--- src/rtl/terminal_key_sequence_decoder_top_macros.svh ---
// Assertion macros for the terminal key sequence decoder.
`ifndef TERMINAL_KEY_SEQUENCE_DECODER_TOP_MACROS_SVH
`define TERMINAL_KEY_SEQUENCE_DECODER_TOP_MACROS_SVH
`ifndef SYNTH
// Invariant checked at every clock edge out of reset.
`define TKSD_CHECK(lbl, prop, msg) \
    lbl: assert property (@(posedge clk) disable iff (!rst_n) prop) else $error(msg);
// Condition in one cycle implies a consequence in the next.
`define TKSD_CHECK_NEXT(lbl, cond, conseq, msg) \
    lbl: assert property (@(posedge clk) disable iff (!rst_n) cond |=> conseq) else $error(msg);
`else
`define TKSD_CHECK(lbl, prop, msg)
`define TKSD_CHECK_NEXT(lbl, cond, conseq, msg)
`endif
`endif

--- src/rtl/tksd_pkg.sv ---
// Shared types and constants of the terminal key sequence decoder.
package tksd_pkg;

    localparam int SZ_W   = 4;
    localparam int DROP_W = 4;

    // Input item kinds
    localparam logic [1:0] KIND_PUSH   = 2'd0;
    localparam logic [1:0] KIND_DECODE = 2'd1;
    localparam logic [1:0] KIND_CLEAR  = 2'd2;

    // Decision of one decode pass
    localparam logic [1:0] ACT_STOP = 2'd0;
    localparam logic [1:0] ACT_EMIT = 2'd1;
    localparam logic [1:0] ACT_CONT = 2'd2;

    // Event kinds
    localparam logic [1:0] EV_NONE  = 2'd0;
    localparam logic [1:0] EV_KEY   = 2'd1;
    localparam logic [1:0] EV_CHAR  = 2'd2;
    localparam logic [1:0] EV_MOUSE = 2'd3;

    // Key codes
    localparam logic [4:0] K_NONE  = 5'd0;
    localparam logic [4:0] K_UP    = 5'd1;
    localparam logic [4:0] K_DOWN  = 5'd2;
    localparam logic [4:0] K_RIGHT = 5'd3;
    localparam logic [4:0] K_LEFT  = 5'd4;
    localparam logic [4:0] K_END   = 5'd5;
    localparam logic [4:0] K_HOME  = 5'd6;
    localparam logic [4:0] K_INS   = 5'd7;
    localparam logic [4:0] K_DEL   = 5'd8;
    localparam logic [4:0] K_PGUP  = 5'd9;
    localparam logic [4:0] K_PGDN  = 5'd10;
    localparam logic [4:0] K_F0    = 5'd10;
    localparam logic [4:0] K_TAB   = 5'd23;
    localparam logic [4:0] K_BSPC  = 5'd24;
    localparam logic [4:0] K_ENTER = 5'd25;
    localparam logic [4:0] K_ESC   = 5'd26;
    localparam logic [4:0] K_PAUSE = 5'd27;
    localparam logic [4:0] K_MOUSE = 5'd28;

    // Modifier bits: shift, alt, ctrl
    localparam logic [2:0] M_SHIFT = 3'd1;
    localparam logic [2:0] M_CTRL  = 3'd4;

    // Control bytes
    localparam logic [7:0] CH_TAB  = 8'h09;
    localparam logic [7:0] CH_LF   = 8'h0A;
    localparam logic [7:0] CH_CR   = 8'h0D;
    localparam logic [7:0] CH_SUB  = 8'h1A;
    localparam logic [7:0] CH_ESC  = 8'h1B;
    localparam logic [7:0] CH_GS   = 8'h1D;
    localparam logic [7:0] CH_RS   = 8'h1E;
    localparam logic [7:0] CH_US   = 8'h1F;
    localparam logic [7:0] CH_DEL  = 8'h7F;
    localparam logic [7:0] MOUSE_OFS = 8'h20;
    localparam logic [7:0] BTN_MASK  = 8'hE3;

    typedef struct packed {
        logic [2:0]  consumed;
        logic [1:0]  event_res;
        logic [4:0]  key_code;
        logic        mod_special;
        logic        mod_shift;
        logic        mod_alt;
        logic        mod_ctrl;
        logic [31:0] char_bytes;
        logic [2:0]  char_len;
        logic [3:0]  mouse_button;
        logic [7:0]  mouse_col;
        logic [7:0]  mouse_row;
    } res_t;

    typedef struct packed {
        logic [1:0]        act;
        logic [DROP_W-1:0] drop;
        logic              fail_inc;
        logic [1:0]        cr_next;
        logic              esc_next;
        res_t              res;
    } dec_t;

endpackage

--- src/rtl/tksd_ring.sv ---
// Receive byte ring: one write port, one registered read port.
module tksd_ring #(
    parameter int DEPTH = 64,
    parameter int AW    = 6
) (
    input  logic          clk,
    input  logic          we,
    input  logic [AW-1:0] waddr,
    input  logic [7:0]    wdata,
    input  logic          re,
    input  logic [AW-1:0] raddr,
    output logic [7:0]    rdata
);
    logic [7:0] mem [DEPTH];

    // Write port
    always_ff @(posedge clk)
    begin
        if (we)
        begin
            mem[waddr] <= wdata;
        end
    end

    // Read port, registered output
    always_ff @(posedge clk)
    begin
        if (re)
        begin
            rdata <= mem[raddr];
        end
    end
endmodule

--- src/rtl/tksd_match.sv ---
// Window decoder: one decode pass over the fetched window bytes.
module tksd_match #(
    parameter int WINDOW_BYTES = 8
) (
    input  logic [WINDOW_BYTES-2:0][7:0] win,
    input  logic [tksd_pkg::SZ_W-1:0]    sz,
    input  logic [1:0]                   cr_age,
    input  logic                         esc_held,
    output tksd_pkg::dec_t               dec
);
    import tksd_pkg::*;

    localparam int SEEN = WINDOW_BYTES - 1;

    function automatic logic [4:0] letter6(input logic [7:0] c);
        logic [4:0] r;
        begin
            unique case (c)
                "A":     r = K_UP;
                "B":     r = K_DOWN;
                "C":     r = K_RIGHT;
                "D":     r = K_LEFT;
                "F":     r = K_END;
                "H":     r = K_HOME;
                default: r = K_NONE;
            endcase
            return r;
        end
    endfunction

    function automatic logic [4:0] fpqrs(input logic [7:0] c);
        logic [7:0] d;
        begin
            d = c - 8'h50;
            if (c >= "P" && c <= "S")
                return K_F0 + 5'd1 + d[4:0];
            return K_NONE;
        end
    endfunction

    function automatic logic [4:0] vt_key(input logic [7:0] c);
        logic [4:0] r;
        begin
            unique case (c)
                "1", "7": r = K_HOME;
                "2":      r = K_INS;
                "3":      r = K_DEL;
                "4", "8": r = K_END;
                "5":      r = K_PGUP;
                "6":      r = K_PGDN;
                default:  r = K_NONE;
            endcase
            return r;
        end
    endfunction

    function automatic logic mod_ok(input logic [7:0] c);
        return c == "2" || c == "3" || c == "5" || c == "6" || c == "7";
    endfunction

    function automatic logic [2:0] mod_val(input logic [7:0] c);
        logic [7:0] d;
        begin
            d = c - 8'h31;
            return d[2:0];
        end
    endfunction

    function automatic logic is_dig(input logic [7:0] c);
        return c >= "0" && c <= "9";
    endfunction

    function automatic logic [3:0] f_tilde(input logic [6:0] n);
        logic [3:0] r;
        begin
            unique case (n)
                7'd11:   r = 4'd1;
                7'd12:   r = 4'd2;
                7'd13:   r = 4'd3;
                7'd14:   r = 4'd4;
                7'd15:   r = 4'd5;
                7'd17:   r = 4'd6;
                7'd18:   r = 4'd7;
                7'd19:   r = 4'd8;
                7'd20:   r = 4'd9;
                7'd21:   r = 4'd10;
                7'd23:   r = 4'd11;
                7'd24:   r = 4'd12;
                default: r = 4'd0;
            endcase
            return r;
        end
    endfunction

    function automatic logic [3:0] f_caret(input logic [6:0] n);
        logic [3:0] r;
        begin
            unique case (n)
                7'd23:   r = 4'd1;
                7'd24:   r = 4'd2;
                7'd25:   r = 4'd3;
                7'd26:   r = 4'd4;
                7'd28:   r = 4'd5;
                7'd29:   r = 4'd6;
                7'd31:   r = 4'd7;
                7'd32:   r = 4'd8;
                7'd33:   r = 4'd9;
                7'd34:   r = 4'd10;
                default: r = 4'd0;
            endcase
            return r;
        end
    endfunction

    // Escape sequence table match on the bytes after ESC
    logic [SZ_W-1:0] n;
    logic [2:0]      m_len;
    logic [4:0]      m_code;
    logic [2:0]      m_mods;
    logic [4:0]      c5;
    logic [3:0]      fnum;
    logic [6:0]      num;
    logic [7:0]      d1;
    logic [7:0]      d2;
    logic            hit;

    always_comb
    begin
        n      = sz - SZ_W'(1);
        m_len  = 3'd0;
        m_code = K_NONE;
        m_mods = 3'd0;
        c5     = K_NONE;
        fnum   = 4'd0;
        hit    = 1'b0;
        d1     = win[2] - 8'h30;
        d2     = win[3] - 8'h30;
        num    = {d1[3:0], 3'b000} + {2'b00, d1[3:0], 1'b0} + {3'b000, d2[3:0]};
        if (n >= SZ_W'(2) && win[1] == "O")
        begin
            m_code = fpqrs(win[2]);
            m_len  = (m_code != K_NONE) ? 3'd2 : 3'd0;
        end
        else if (n >= SZ_W'(2) && win[1] == "[")
        begin
            if (letter6(win[2]) != K_NONE)
            begin
                m_code = letter6(win[2]);
                m_len  = 3'd2;
            end
            else if (win[2] == "Z")
            begin
                m_code = K_TAB;
                m_mods = M_SHIFT;
                m_len  = 3'd2;
            end
            else
            begin
                if (n >= SZ_W'(3) && win[3] == "~" && vt_key(win[2]) != K_NONE)
                begin
                    m_code = vt_key(win[2]);
                    m_len  = 3'd3;
                    hit    = 1'b1;
                end
                // CSI digit ; modifier final
                if (!hit && n >= SZ_W'(5) && win[3] == ";" && mod_ok(win[4]))
                begin
                    if (win[2] == "1")
                    begin
                        c5 = letter6(win[5]);
                        if (c5 == K_NONE)
                            c5 = fpqrs(win[5]);
                        if (c5 == K_NONE && win[5] == "~" && mod_val(win[4]) == M_SHIFT)
                            c5 = K_HOME;
                    end
                    else if (win[5] == "~")
                    begin
                        if (win[2] == "2")
                            c5 = K_INS;
                        else if (win[2] == "3")
                            c5 = K_DEL;
                        else if (win[2] == "5")
                            c5 = K_PGUP;
                        else if (win[2] == "6")
                            c5 = K_PGDN;
                        else if (win[2] == "4" && mod_val(win[4]) == M_SHIFT)
                            c5 = K_END;
                    end
                    if (c5 != K_NONE)
                    begin
                        m_code = c5;
                        m_mods = mod_val(win[4]);
                        m_len  = 3'd5;
                        hit    = 1'b1;
                    end
                end
                // Two-digit function key forms
                if (!hit && n >= SZ_W'(4) && is_dig(win[2]) && is_dig(win[3]))
                begin
                    if (win[4] == "~")
                    begin
                        fnum = f_tilde(num);
                        if (fnum != 4'd0)
                        begin
                            m_code = K_F0 + {1'b0, fnum};
                            m_len  = 3'd4;
                        end
                    end
                    else if (win[4] == "^" || win[4] == "@")
                    begin
                        if (win[4] == "^")
                            fnum = f_caret(num);
                        else if (num == 7'd23)
                            fnum = 4'd11;
                        else if (num == 7'd24)
                            fnum = 4'd12;
                        if (fnum != 4'd0)
                        begin
                            m_code = K_F0 + {1'b0, fnum};
                            m_mods = M_SHIFT | M_CTRL;
                            m_len  = 3'd4;
                        end
                    end
                    else if (n >= SZ_W'(6) && win[4] == ";" && win[6] == "~")
                    begin
                        fnum = f_tilde(num);
                        if (mod_ok(win[5]) && fnum >= 4'd5)
                        begin
                            m_code = K_F0 + {1'b0, fnum};
                            m_mods = mod_val(win[5]);
                            m_len  = 3'd6;
                        end
                    end
                end
            end
        end
    end

    // Resync search for a later ESC
    logic              found;
    logic [DROP_W-1:0] esc_pos;

    always_comb
    begin
        found   = 1'b0;
        esc_pos = '0;
        for (int i = 1; i < SEEN; i++)
        begin
            if (!found && SZ_W'(i) < sz && win[i] == CH_ESC)
            begin
                found   = 1'b1;
                esc_pos = DROP_W'(i);
            end
        end
    end

    // UTF-8 length and byte assembly
    logic [2:0]  u_len;
    logic [31:0] u_bytes;

    always_comb
    begin
        u_bytes = '0;
        if (win[0] != 8'h00 && !win[0][7])
            u_len = 3'd1;
        else if (win[0][7:5] == 3'b110)
            u_len = 3'd2;
        else if (win[0][7:4] == 4'b1110)
            u_len = 3'd3;
        else if (win[0][7:3] == 5'b11110)
            u_len = 3'd4;
        else
            u_len = 3'd0;
        if ({1'b0, u_len} > sz)
            u_len = 3'd0;
        for (int i = 1; i < 4; i++)
        begin
            if (3'(i) < u_len && win[i][7:6] != 2'b10)
                u_len = 3'd0;
        end
        for (int i = 0; i < 4; i++)
        begin
            if (3'(i) < u_len)
                u_bytes[8*i +: 8] = win[i];
        end
    end

    // Pass decision
    logic [1:0] cr_sh;
    logic [7:0] mb;
    logic [7:0] c;

    always_comb
    begin
        c            = win[0];
        cr_sh        = cr_age >> 1;
        mb           = win[3] - MOUSE_OFS;
        dec          = '0;
        dec.act      = ACT_STOP;
        dec.cr_next  = cr_sh;
        dec.esc_next = esc_held;
        if (sz > SZ_W'(1) && c == CH_ESC && win[1] != CH_ESC)
        begin
            if (sz >= SZ_W'(3))
            begin
                dec.esc_next = 1'b0;
                if (sz >= SZ_W'(6) && win[1] == "[" && win[2] == "M")
                begin
                    dec.act                  = ACT_EMIT;
                    dec.drop                 = DROP_W'(6);
                    dec.res.consumed         = 3'd6;
                    dec.res.event_res        = EV_MOUSE;
                    dec.res.key_code         = K_MOUSE;
                    dec.res.mod_shift        = mb[2];
                    dec.res.mod_alt          = mb[3];
                    dec.res.mod_ctrl         = mb[4];
                    dec.res.mouse_col        = win[4] - MOUSE_OFS;
                    dec.res.mouse_row        = win[5] - MOUSE_OFS;
                    unique case (mb & BTN_MASK)
                        8'h00:   dec.res.mouse_button = 4'd0;
                        8'h01:   dec.res.mouse_button = 4'd1;
                        8'h02:   dec.res.mouse_button = 4'd2;
                        8'h03:   dec.res.mouse_button = 4'd3;
                        8'h80:   dec.res.mouse_button = 4'd4;
                        8'h81:   dec.res.mouse_button = 4'd5;
                        8'h40:   dec.res.mouse_button = 4'd6;
                        8'h41:   dec.res.mouse_button = 4'd7;
                        default: dec.res.mouse_button = 4'd8;
                    endcase
                end
                else if (m_len != 3'd0)
                begin
                    dec.act             = ACT_EMIT;
                    dec.drop            = DROP_W'(m_len) + DROP_W'(1);
                    dec.res.consumed    = m_len + 3'd1;
                    dec.res.event_res   = EV_KEY;
                    dec.res.key_code    = m_code;
                    dec.res.mod_special = 1'b1;
                    dec.res.mod_shift   = m_mods[0];
                    dec.res.mod_alt     = m_mods[1];
                    dec.res.mod_ctrl    = m_mods[2];
                end
                else if (sz > SZ_W'(3) && found)
                begin
                    dec.act  = ACT_CONT;
                    dec.drop = esc_pos;
                end
                else
                begin
                    dec.fail_inc = 1'b1;
                end
            end
        end
        else if (c == CH_ESC && sz == SZ_W'(1) && !esc_held)
        begin
            dec.esc_next = 1'b1;
        end
        else
        begin
            dec.esc_next = 1'b0;
            if (c == CH_LF && cr_sh != 2'd0)
            begin
                dec.act     = ACT_CONT;
                dec.drop    = DROP_W'(1);
                dec.cr_next = 2'd0;
            end
            else if (c == CH_DEL || c == CH_TAB || c == CH_LF || c == CH_CR || c == CH_ESC
                     || c == CH_GS || c == CH_RS || c == CH_US)
            begin
                dec.act             = ACT_EMIT;
                dec.drop            = DROP_W'(1);
                dec.res.consumed    = 3'd1;
                dec.res.event_res   = EV_KEY;
                dec.res.mod_special = 1'b1;
                if (c == CH_CR)
                    dec.cr_next = 2'd2;
                unique case (c)
                    CH_DEL:  dec.res.key_code = K_BSPC;
                    CH_TAB:  dec.res.key_code = K_TAB;
                    CH_ESC:  dec.res.key_code = K_ESC;
                    CH_GS:   dec.res.key_code = K_PAUSE;
                    CH_US:   dec.res.key_code = K_BSPC;
                    default: dec.res.key_code = K_ENTER;
                endcase
                dec.res.mod_ctrl = (c == CH_RS || c == CH_US);
            end
            else if (c >= 8'h01 && c <= CH_SUB)
            begin
                dec.act              = ACT_EMIT;
                dec.drop             = DROP_W'(1);
                dec.res.consumed     = 3'd1;
                dec.res.event_res    = EV_CHAR;
                dec.res.mod_ctrl     = 1'b1;
                dec.res.char_bytes   = {24'd0, c + 8'h40};
                dec.res.char_len     = 3'd1;
            end
            else if (u_len != 3'd0)
            begin
                dec.act            = ACT_EMIT;
                dec.drop           = DROP_W'(u_len);
                dec.res.consumed   = u_len;
                dec.res.event_res  = EV_CHAR;
                dec.res.char_bytes = u_bytes;
                dec.res.char_len   = u_len;
            end
            else if (sz >= SZ_W'(4))
            begin
                dec.act  = ACT_CONT;
                dec.drop = DROP_W'(1);
            end
        end
    end
endmodule

--- src/rtl/terminal_key_sequence_decoder_top.sv ---
// Top level of the terminal key sequence decoder: ring control and decode sequencer.
// Push and clear beats are taken in the idle state; a decode beat runs window passes (a fetch
// state making WINDOW_BYTES - 1 reads through the single read port, then a decide state) and
// then an output state that waits out any output stall; each dropped LF, bad byte or resync
// adds a pass. The decoder handles one item at a time.
// Reset is asynchronous: ring pointers, counters and flags clear, ring bytes stay undefined.
`include "terminal_key_sequence_decoder_top_macros.svh"
module terminal_key_sequence_decoder_top #(
    parameter int RING_DEPTH   = 64,
    parameter int WINDOW_BYTES = 8
) (
    input  logic        clk,
    input  logic        rst_n,
    input  logic        in_valid,
    output logic        in_stall,
    input  logic [1:0]  kind,
    input  logic [7:0]  byte_in,
    output logic        out_valid,
    input  logic        out_stall,
    output logic [2:0]  consumed,
    output logic [1:0]  event_res,
    output logic [4:0]  key_code,
    output logic        mod_special,
    output logic        mod_shift,
    output logic        mod_alt,
    output logic        mod_ctrl,
    output logic [31:0] char_bytes,
    output logic [2:0]  char_len,
    output logic [3:0]  mouse_button,
    output logic [7:0]  mouse_col,
    output logic [7:0]  mouse_row
);
    import tksd_pkg::*;

    localparam int AW   = $clog2(RING_DEPTH);
    localparam int CW   = AW + 1;
    localparam int SEEN = WINDOW_BYTES - 1;
    localparam int RW   = $clog2(SEEN + 1);

    localparam logic [2:0] ST_IDLE   = 3'd0;
    localparam logic [2:0] ST_FETCH  = 3'd1;
    localparam logic [2:0] ST_DECIDE = 3'd2;
    localparam logic [2:0] ST_OUT    = 3'd3;

    function automatic logic [AW-1:0] wrap(input logic [CW-1:0] s);
        logic [CW-1:0] r;
        begin
            r = (s >= CW'(RING_DEPTH)) ? s - CW'(RING_DEPTH) : s;
            return r[AW-1:0];
        end
    endfunction

    logic [2:0]                state_reg, state_next;
    logic [AW-1:0]             head_reg, head_next;
    logic [CW-1:0]             count_reg, count_next;
    logic [1:0]                fail_reg, fail_next;
    logic [1:0]                cr_reg, cr_next;
    logic                      esc_reg, esc_next;
    logic [RW-1:0]             rd_idx_reg, rd_idx_next;
    logic [AW-1:0]             rd_ptr_reg, rd_ptr_next;
    logic [SEEN-1:0][7:0]      win_reg, win_next;
    res_t                      pend_reg, pend_next;
    logic                      out_valid_reg, out_valid_next;
    res_t                      out_reg, out_next;

    logic          in_accept;
    logic          push_ok;
    logic          rd_en;
    logic [7:0]    rd_data;
    logic [SZ_W-1:0] sz;
    dec_t          dec;
    logic [AW-1:0] drop_head;
    logic [CW-1:0] drop_count;
    logic [1:0]    fail_inc;
    logic          out_free;

    assign in_stall  = (state_reg != ST_IDLE);
    assign in_accept = in_valid && !in_stall;
    assign push_ok   = in_accept && kind == KIND_PUSH && count_reg < CW'(RING_DEPTH);
    assign rd_en     = (state_reg == ST_FETCH) && rd_idx_reg < RW'(SEEN);
    assign sz        = (count_reg < CW'(SEEN)) ? SZ_W'(count_reg) : SZ_W'(SEEN);
    assign out_free  = !out_valid_reg || !out_stall;

    tksd_ring #(
        .DEPTH (RING_DEPTH),
        .AW    (AW)
    ) u_ring (
        .clk   (clk),
        .we    (push_ok),
        .waddr (wrap({1'b0, head_reg} + count_reg)),
        .wdata (byte_in),
        .re    (rd_en),
        .raddr (rd_ptr_reg),
        .rdata (rd_data)
    );

    tksd_match #(
        .WINDOW_BYTES (WINDOW_BYTES)
    ) u_match (
        .win      (win_reg),
        .sz       (sz),
        .cr_age   (cr_reg),
        .esc_held (esc_reg),
        .dec      (dec)
    );

    assign drop_head  = wrap({1'b0, head_reg} + CW'(dec.drop));
    assign drop_count = count_reg - CW'(dec.drop);
    assign fail_inc   = fail_reg + 2'd1;

    // Sequencer
    always_comb
    begin
        state_next     = state_reg;
        head_next      = head_reg;
        count_next     = count_reg;
        fail_next      = fail_reg;
        cr_next        = cr_reg;
        esc_next       = esc_reg;
        rd_idx_next    = rd_idx_reg;
        rd_ptr_next    = rd_ptr_reg;
        win_next       = win_reg;
        pend_next      = pend_reg;
        out_valid_next = out_valid_reg;
        out_next       = out_reg;

        if (out_valid_reg && !out_stall)
            out_valid_next = 1'b0;

        unique case (state_reg)
            ST_IDLE:
            begin
                if (in_accept)
                begin
                    if (push_ok)
                        count_next = count_reg + CW'(1);
                    if (kind == KIND_CLEAR)
                    begin
                        fail_next = 2'd0;
                        cr_next   = 2'd0;
                        esc_next  = 1'b0;
                    end
                    if (kind == KIND_DECODE)
                    begin
                        pend_next   = '0;
                        rd_idx_next = '0;
                        rd_ptr_next = head_reg;
                        state_next  = (count_reg == '0) ? ST_OUT : ST_FETCH;
                    end
                end
            end
            ST_FETCH:
            begin
                // Window bytes shift in from the top, first byte ends at index 0
                if (rd_idx_reg != '0)
                    win_next = {rd_data, win_reg[SEEN-1:1]};
                if (rd_en)
                    rd_ptr_next = wrap({1'b0, rd_ptr_reg} + CW'(1));
                rd_idx_next = rd_idx_reg + RW'(1);
                if (rd_idx_reg == RW'(SEEN))
                    state_next = ST_DECIDE;
            end
            ST_DECIDE:
            begin
                cr_next  = dec.cr_next;
                esc_next = dec.esc_next;
                unique case (dec.act)
                    ACT_EMIT:
                    begin
                        head_next  = drop_head;
                        count_next = drop_count;
                        pend_next  = dec.res;
                        state_next = ST_OUT;
                    end
                    ACT_CONT:
                    begin
                        head_next   = drop_head;
                        count_next  = drop_count;
                        rd_idx_next = '0;
                        rd_ptr_next = drop_head;
                        pend_next   = '0;
                        state_next  = (drop_count == '0) ? ST_OUT : ST_FETCH;
                    end
                    default:
                    begin
                        pend_next  = dec.res;
                        state_next = ST_OUT;
                        if (dec.fail_inc)
                        begin
                            fail_next = fail_inc;
                            if (fail_inc == 2'd3)
                            begin
                                fail_next  = 2'd0;
                                count_next = '0;
                                head_next  = '0;
                            end
                        end
                    end
                endcase
            end
            default:
            begin
                if (out_free)
                begin
                    out_next       = pend_reg;
                    out_valid_next = 1'b1;
                    state_next     = ST_IDLE;
                end
            end
        endcase
    end

    // Control registers
    always_ff @(posedge clk or negedge rst_n)
    begin
        if (!rst_n)
        begin
            state_reg     <= ST_IDLE;
            head_reg      <= '0;
            count_reg     <= '0;
            fail_reg      <= '0;
            cr_reg        <= '0;
            esc_reg       <= 1'b0;
            rd_idx_reg    <= '0;
            rd_ptr_reg    <= '0;
            out_valid_reg <= 1'b0;
        end
        else
        begin
            state_reg     <= state_next;
            head_reg      <= head_next;
            count_reg     <= count_next;
            fail_reg      <= fail_next;
            cr_reg        <= cr_next;
            esc_reg       <= esc_next;
            rd_idx_reg    <= rd_idx_next;
            rd_ptr_reg    <= rd_ptr_next;
            out_valid_reg <= out_valid_next;
        end
    end

    // Payload registers
    always_ff @(posedge clk)
    begin
        win_reg  <= win_next;
        pend_reg <= pend_next;
        out_reg  <= out_next;
    end

    assign out_valid    = out_valid_reg;
    assign consumed     = out_reg.consumed;
    assign event_res    = out_reg.event_res;
    assign key_code     = out_reg.key_code;
    assign mod_special  = out_reg.mod_special;
    assign mod_shift    = out_reg.mod_shift;
    assign mod_alt      = out_reg.mod_alt;
    assign mod_ctrl     = out_reg.mod_ctrl;
    assign char_bytes   = out_reg.char_bytes;
    assign char_len     = out_reg.char_len;
    assign mouse_button = out_reg.mouse_button;
    assign mouse_col    = out_reg.mouse_col;
    assign mouse_row    = out_reg.mouse_row;

    `TKSD_CHECK(a_count_bound, count_reg <= CW'(RING_DEPTH), "ring count above depth")
    `TKSD_CHECK(a_fail_wrap, fail_reg != 2'd3, "fail counter reached three")
    `TKSD_CHECK(a_out_from_out, $rose(out_valid_reg) |-> $past(state_reg) == ST_OUT, "stray beat")
    `TKSD_CHECK_NEXT(a_push_grow, push_ok, count_reg == $past(count_reg) + CW'(1), "push lost")
endmodule

--- config.mk ---
export PLATFORM = sky130hd
export DESIGN_NAME = terminal_key_sequence_decoder_top
export DESIGN_NICKNAME = d
export VERILOG_FILES = /design/src/rtl/tksd_pkg.sv /design/src/rtl/tksd_ring.sv /design/src/rtl/tksd_match.sv /design/src/rtl/terminal_key_sequence_decoder_top.sv
export VERILOG_INCLUDE_DIRS = /design/src /design/src/rtl
export SDC_FILE = /design/constraint.sdc
export NUM_CORES = 1
export LEC_CHECK = 0
export BUFFER_PORTS_ARGS = -buffer_cell sky130_fd_sc_hd__buf_2
export CAP_MARGIN = 20
export CELL_PAD_IN_SITES_DETAIL_PLACEMENT = 1
export CELL_PAD_IN_SITES_GLOBAL_PLACEMENT = 1
export CORE_MARGIN = 2
export CORE_UTILIZATION = 45
export CTS_BUF_LIST = sky130_fd_sc_hd__clkbuf_16
export DETAILED_ROUTE_END_ITERATION = 8
export GPL_TIMING_DRIVEN = 0
export PLACE_DENSITY_LB_ADDON = 0.12
export SYNTH_ARGS = -nofsm -noshare
export SYNTH_HDL_FRONTEND = slang
export SYNTH_SLANG_ARGS = --single-unit
--- constraint.sdc ---
create_clock -name clk -period 11.7 [get_ports clk]
set_clock_uncertainty 0.15 [all_clocks]
set_input_delay 1.755 -clock clk [delete_from_list [all_inputs] [get_ports clk]]
set_output_delay 1.755 -clock clk [all_outputs]
set_load 0.02 [all_outputs]
==> impl_metrics.toml <==
[placement]
io_buffer_count = 84
hpwl_mm = 63.1
dp_cells = 3211
gp_congestion = 0.938
placed_area_um2 = 34300

[logic_synthesis]
ys_warn_count = 0
avgSynthCellArea_um2 = 15.0
synth_enable_flop_cells = 714
synth_cells = 2159
ys_seq_elements = 743
yosysUniqueCellTypes = 85
async_flop_share_pct = 3.90
synth_area_um2 = 32400
ys_seq_area_share_pct = 68.4
synthFlopType = "edfxtp_1"

[setup_path]
crit_path_top_delay_cell = "a41oi_1"
r2r-end = "rd_ptr_reg[0]"
worstReg2RegStart = "win_reg[27]"
crit_arrival_ns = 7.98
cpMostUsedCell = "nand2_1"
cp_max_fo = 8
worstSetupPathType = "flip-flop to flip-flop"
max_stage_delay_ns = 0.67
path_cells = "fa_1 > inv_1 > fa_1 > xnor2_1 > nor2_1 > a2bb2oi_1 > a2111oi_4 > nand2_1 > nand3b_1 > nand2_1 > and2_1 > ha_1 > clkbuf_1 > nand2_1 > o21ai_1 > a21oi_1 > a21oi_1 > ha_1 > nor2b_1 > or3_1 > clkbuf_1 > a41oi_1 > mux2_2"
crit_start = "win_reg[27]"
start_kind = "flip-flop"
crit_required_ns = 12.04
r2r_slack_ns = 4.06
endpoint_kind = "flip-flop"
ff2ff_path_depth = 23

[sta]
timing.final.hold_violations = 0
hold_ws_ns = 0.259
rsz0062_at_grt = "false"
tns_ns = 0
setup_viol = 0
slew_headroom_pct = 25.1
tightest_slew_ns = 1.11
drv_slew = 0
layout_min_cycle_time_ns = 7.64
period_share_pct = 65.3
fmax_mhz = 131

[status]
status = "finished clean"

[min_path]
hold_start = "pend_reg[46]"
hold_path.class = "flip-flop to flip-flop"
whs_endpoint = "char_bytes[23]"
hold_path_depth = 0

[clocking]
cts_sinks = 743
cts_setup_buffers = 0
numCtsBuffers = 78
cts_buffer_depth = 3
path_clk_slew_ns = 0.06
cts-resized-gates = 0
cts_hold_buf = 0
clk_latency_ns = 0.63
cts_max_level = 3
root_buffer = "clkbuf_16"
tritoncts = "done"

[power]
powerDensity_nw_per_um2 = 233
internal-power_uw = 5540
switching_power_uw = 3030
comb_power_share_pct = 32.9
switching_share_pct = 35.3
seqPwrFrac_pct = 39.2
ir_drop_uv = 145
pwr-share-clk_pct = 27.9
power_leakage_uw = 0.0124

[global_route]
grt-ovfl-total = 0
grt_use_total_pct = 23.9
grt_pass1_vias = 20600
antenna_found_initial = 0
grt_pass1_wl_mm = 132
grt_start_max_net_pins = 70

[die]
ioPinCount = 85
die_y_um = 272
die_w_um = 272
rows = 98
dieArea_um2 = 74100
core_area_um2 = 71400
initial_core_util_pct = 45.4

[routing]
wl_per_cell_um = 26.3
firstDrtPassIters = 6
drtAntennaViolNets = 0
viasPerCell = 5.85
drt_iter0_markers = 1513
vias = 19600
route.detailed.drc = 0
wirelength_mm = 88.2

[final_layout]
final_area_um2 = 36800
n_antenna_cell = 0
final_layout_size_suffix_gt1_share_pct = 14.2
syn2layout_area_growth_pct = 13.7
fin_cells = 3353
largest_reg_flops = 512
fin_nets = 2431
final_common_cell = "edfxtp_1"
mostFrequentLayoutCells = "edfxtp_1, nor2_1, a21oi_1"

[run]
cap_violations = 0
-- power groups by stage --
stage               registers [uW]  clock network, uW  logic [uW]
floorplan                     3430                  0        1730
global placement              3440                  0        2680
detailed placement            3410                  0        2800
CTS                           3360               2440        2820
global route                  3380               2530        3030
finish                        3360               2390        2820
-- kinds of logic after synthesis --
kind of cell	Yosys count	synth area share [%]
xor+xnor	37	1.00
mux	213	9.53
fa+ha+maj	73	2.93
other cells	2	0.0232
simple gates	530	8.18
compound gates	415	8.18
buf+inv	146	1.72
flops	743	68.4
-- synthesized netlist by cell type, drive strengths merged (6+ instances only) --
cell	number	area [um2]
a211oi	11	87.6
a21o	8	60.1
a21oi	137	689
a22o	7	61.3
a22oi	10	75.1
a31oi	15	93.8
and2	39	244
and3	7	43.8
buf	17	73.8
clkbuf	77	289
dfrtp	29	726
edfxtp	714	21400
ha	67	838
inv	51	191
mux2	41	465
mux2i	100	1000
mux4	72	1620
nand2	120	450
nand2b	27	169
nand3	35	175
nand3b	6	45.0
nand4	11	68.8
nand4b	7	61.3
nor2	163	612
nor2b	16	100
nor3	23	115
nor3b	8	60.1
nor4	17	113
o21a	11	82.6
o21ai	81	405
o221ai	34	298
o22ai	40	250
o41ai	8	70.1
or2	8	50.1
or3	15	93.8
or4	9	67.6
xnor2	24	210
xor2	13	114
-- how the worst max path moves through the flow --
stage	end	slack, ns	cells past startpoint
3_3_place_gp	pend_reg[0]	2.17	3
5_1_grt	rd_ptr_reg[0]	3.51	23
3_5_place_dp	rd_ptr_reg[0]	4.14	23
2_1_floorplan	pend_reg[0]	4.19	2
4_1_cts	pend_reg[17]	4.10	26
6_report	rd_ptr_reg[0]	4.06	23
-- layout make-up --
class                      instances  area (um2)
fill                            6960       34500
sequential                       743       22200
multi-input combinational       1273        9710
clock buffer                      80        2000
tap                              950        1190
timing repair buffer             103         758
clock inverter                    58         435
buffer                            94         363
inverter                          52         195
-- stage by stage --
stage	util [%]	setup WS [ns]	total power (uW)
final	51.6	4.06	8570
after global routing	51.6	3.51	8940
after CTS	51.5	4.10	8620
after detailed placement	48.1	4.14	6220
after global placement	47.7	2.17	6120
after floorplan	-	4.19	5160
-- metal layers --
metal / routed length, um / vias to the layer above / GRT usage, %
li1: - / 8825 / -
met1: 36300 / 10100 / 29.9
met2: 45100 / 514 / 42.2
met3: 3520 / 154 / 3.11
met4: 3310 / 0 / 9.43
met5: 0 / - / 0
-- worst max-delay path: cells and delay by family, from the launching register on --
kind / cells / cell delay [ns]
buf+inv: 3 / 0.59
xor+xnor: 1 / 0.50
flops: 1 / 0.56
fa+ha+maj: 4 / 1.52
compound gates: 6 / 2.47
mux: 1 / 0.42
simple gates: 8 / 1.28
Power figures use the tool's default switching activity.
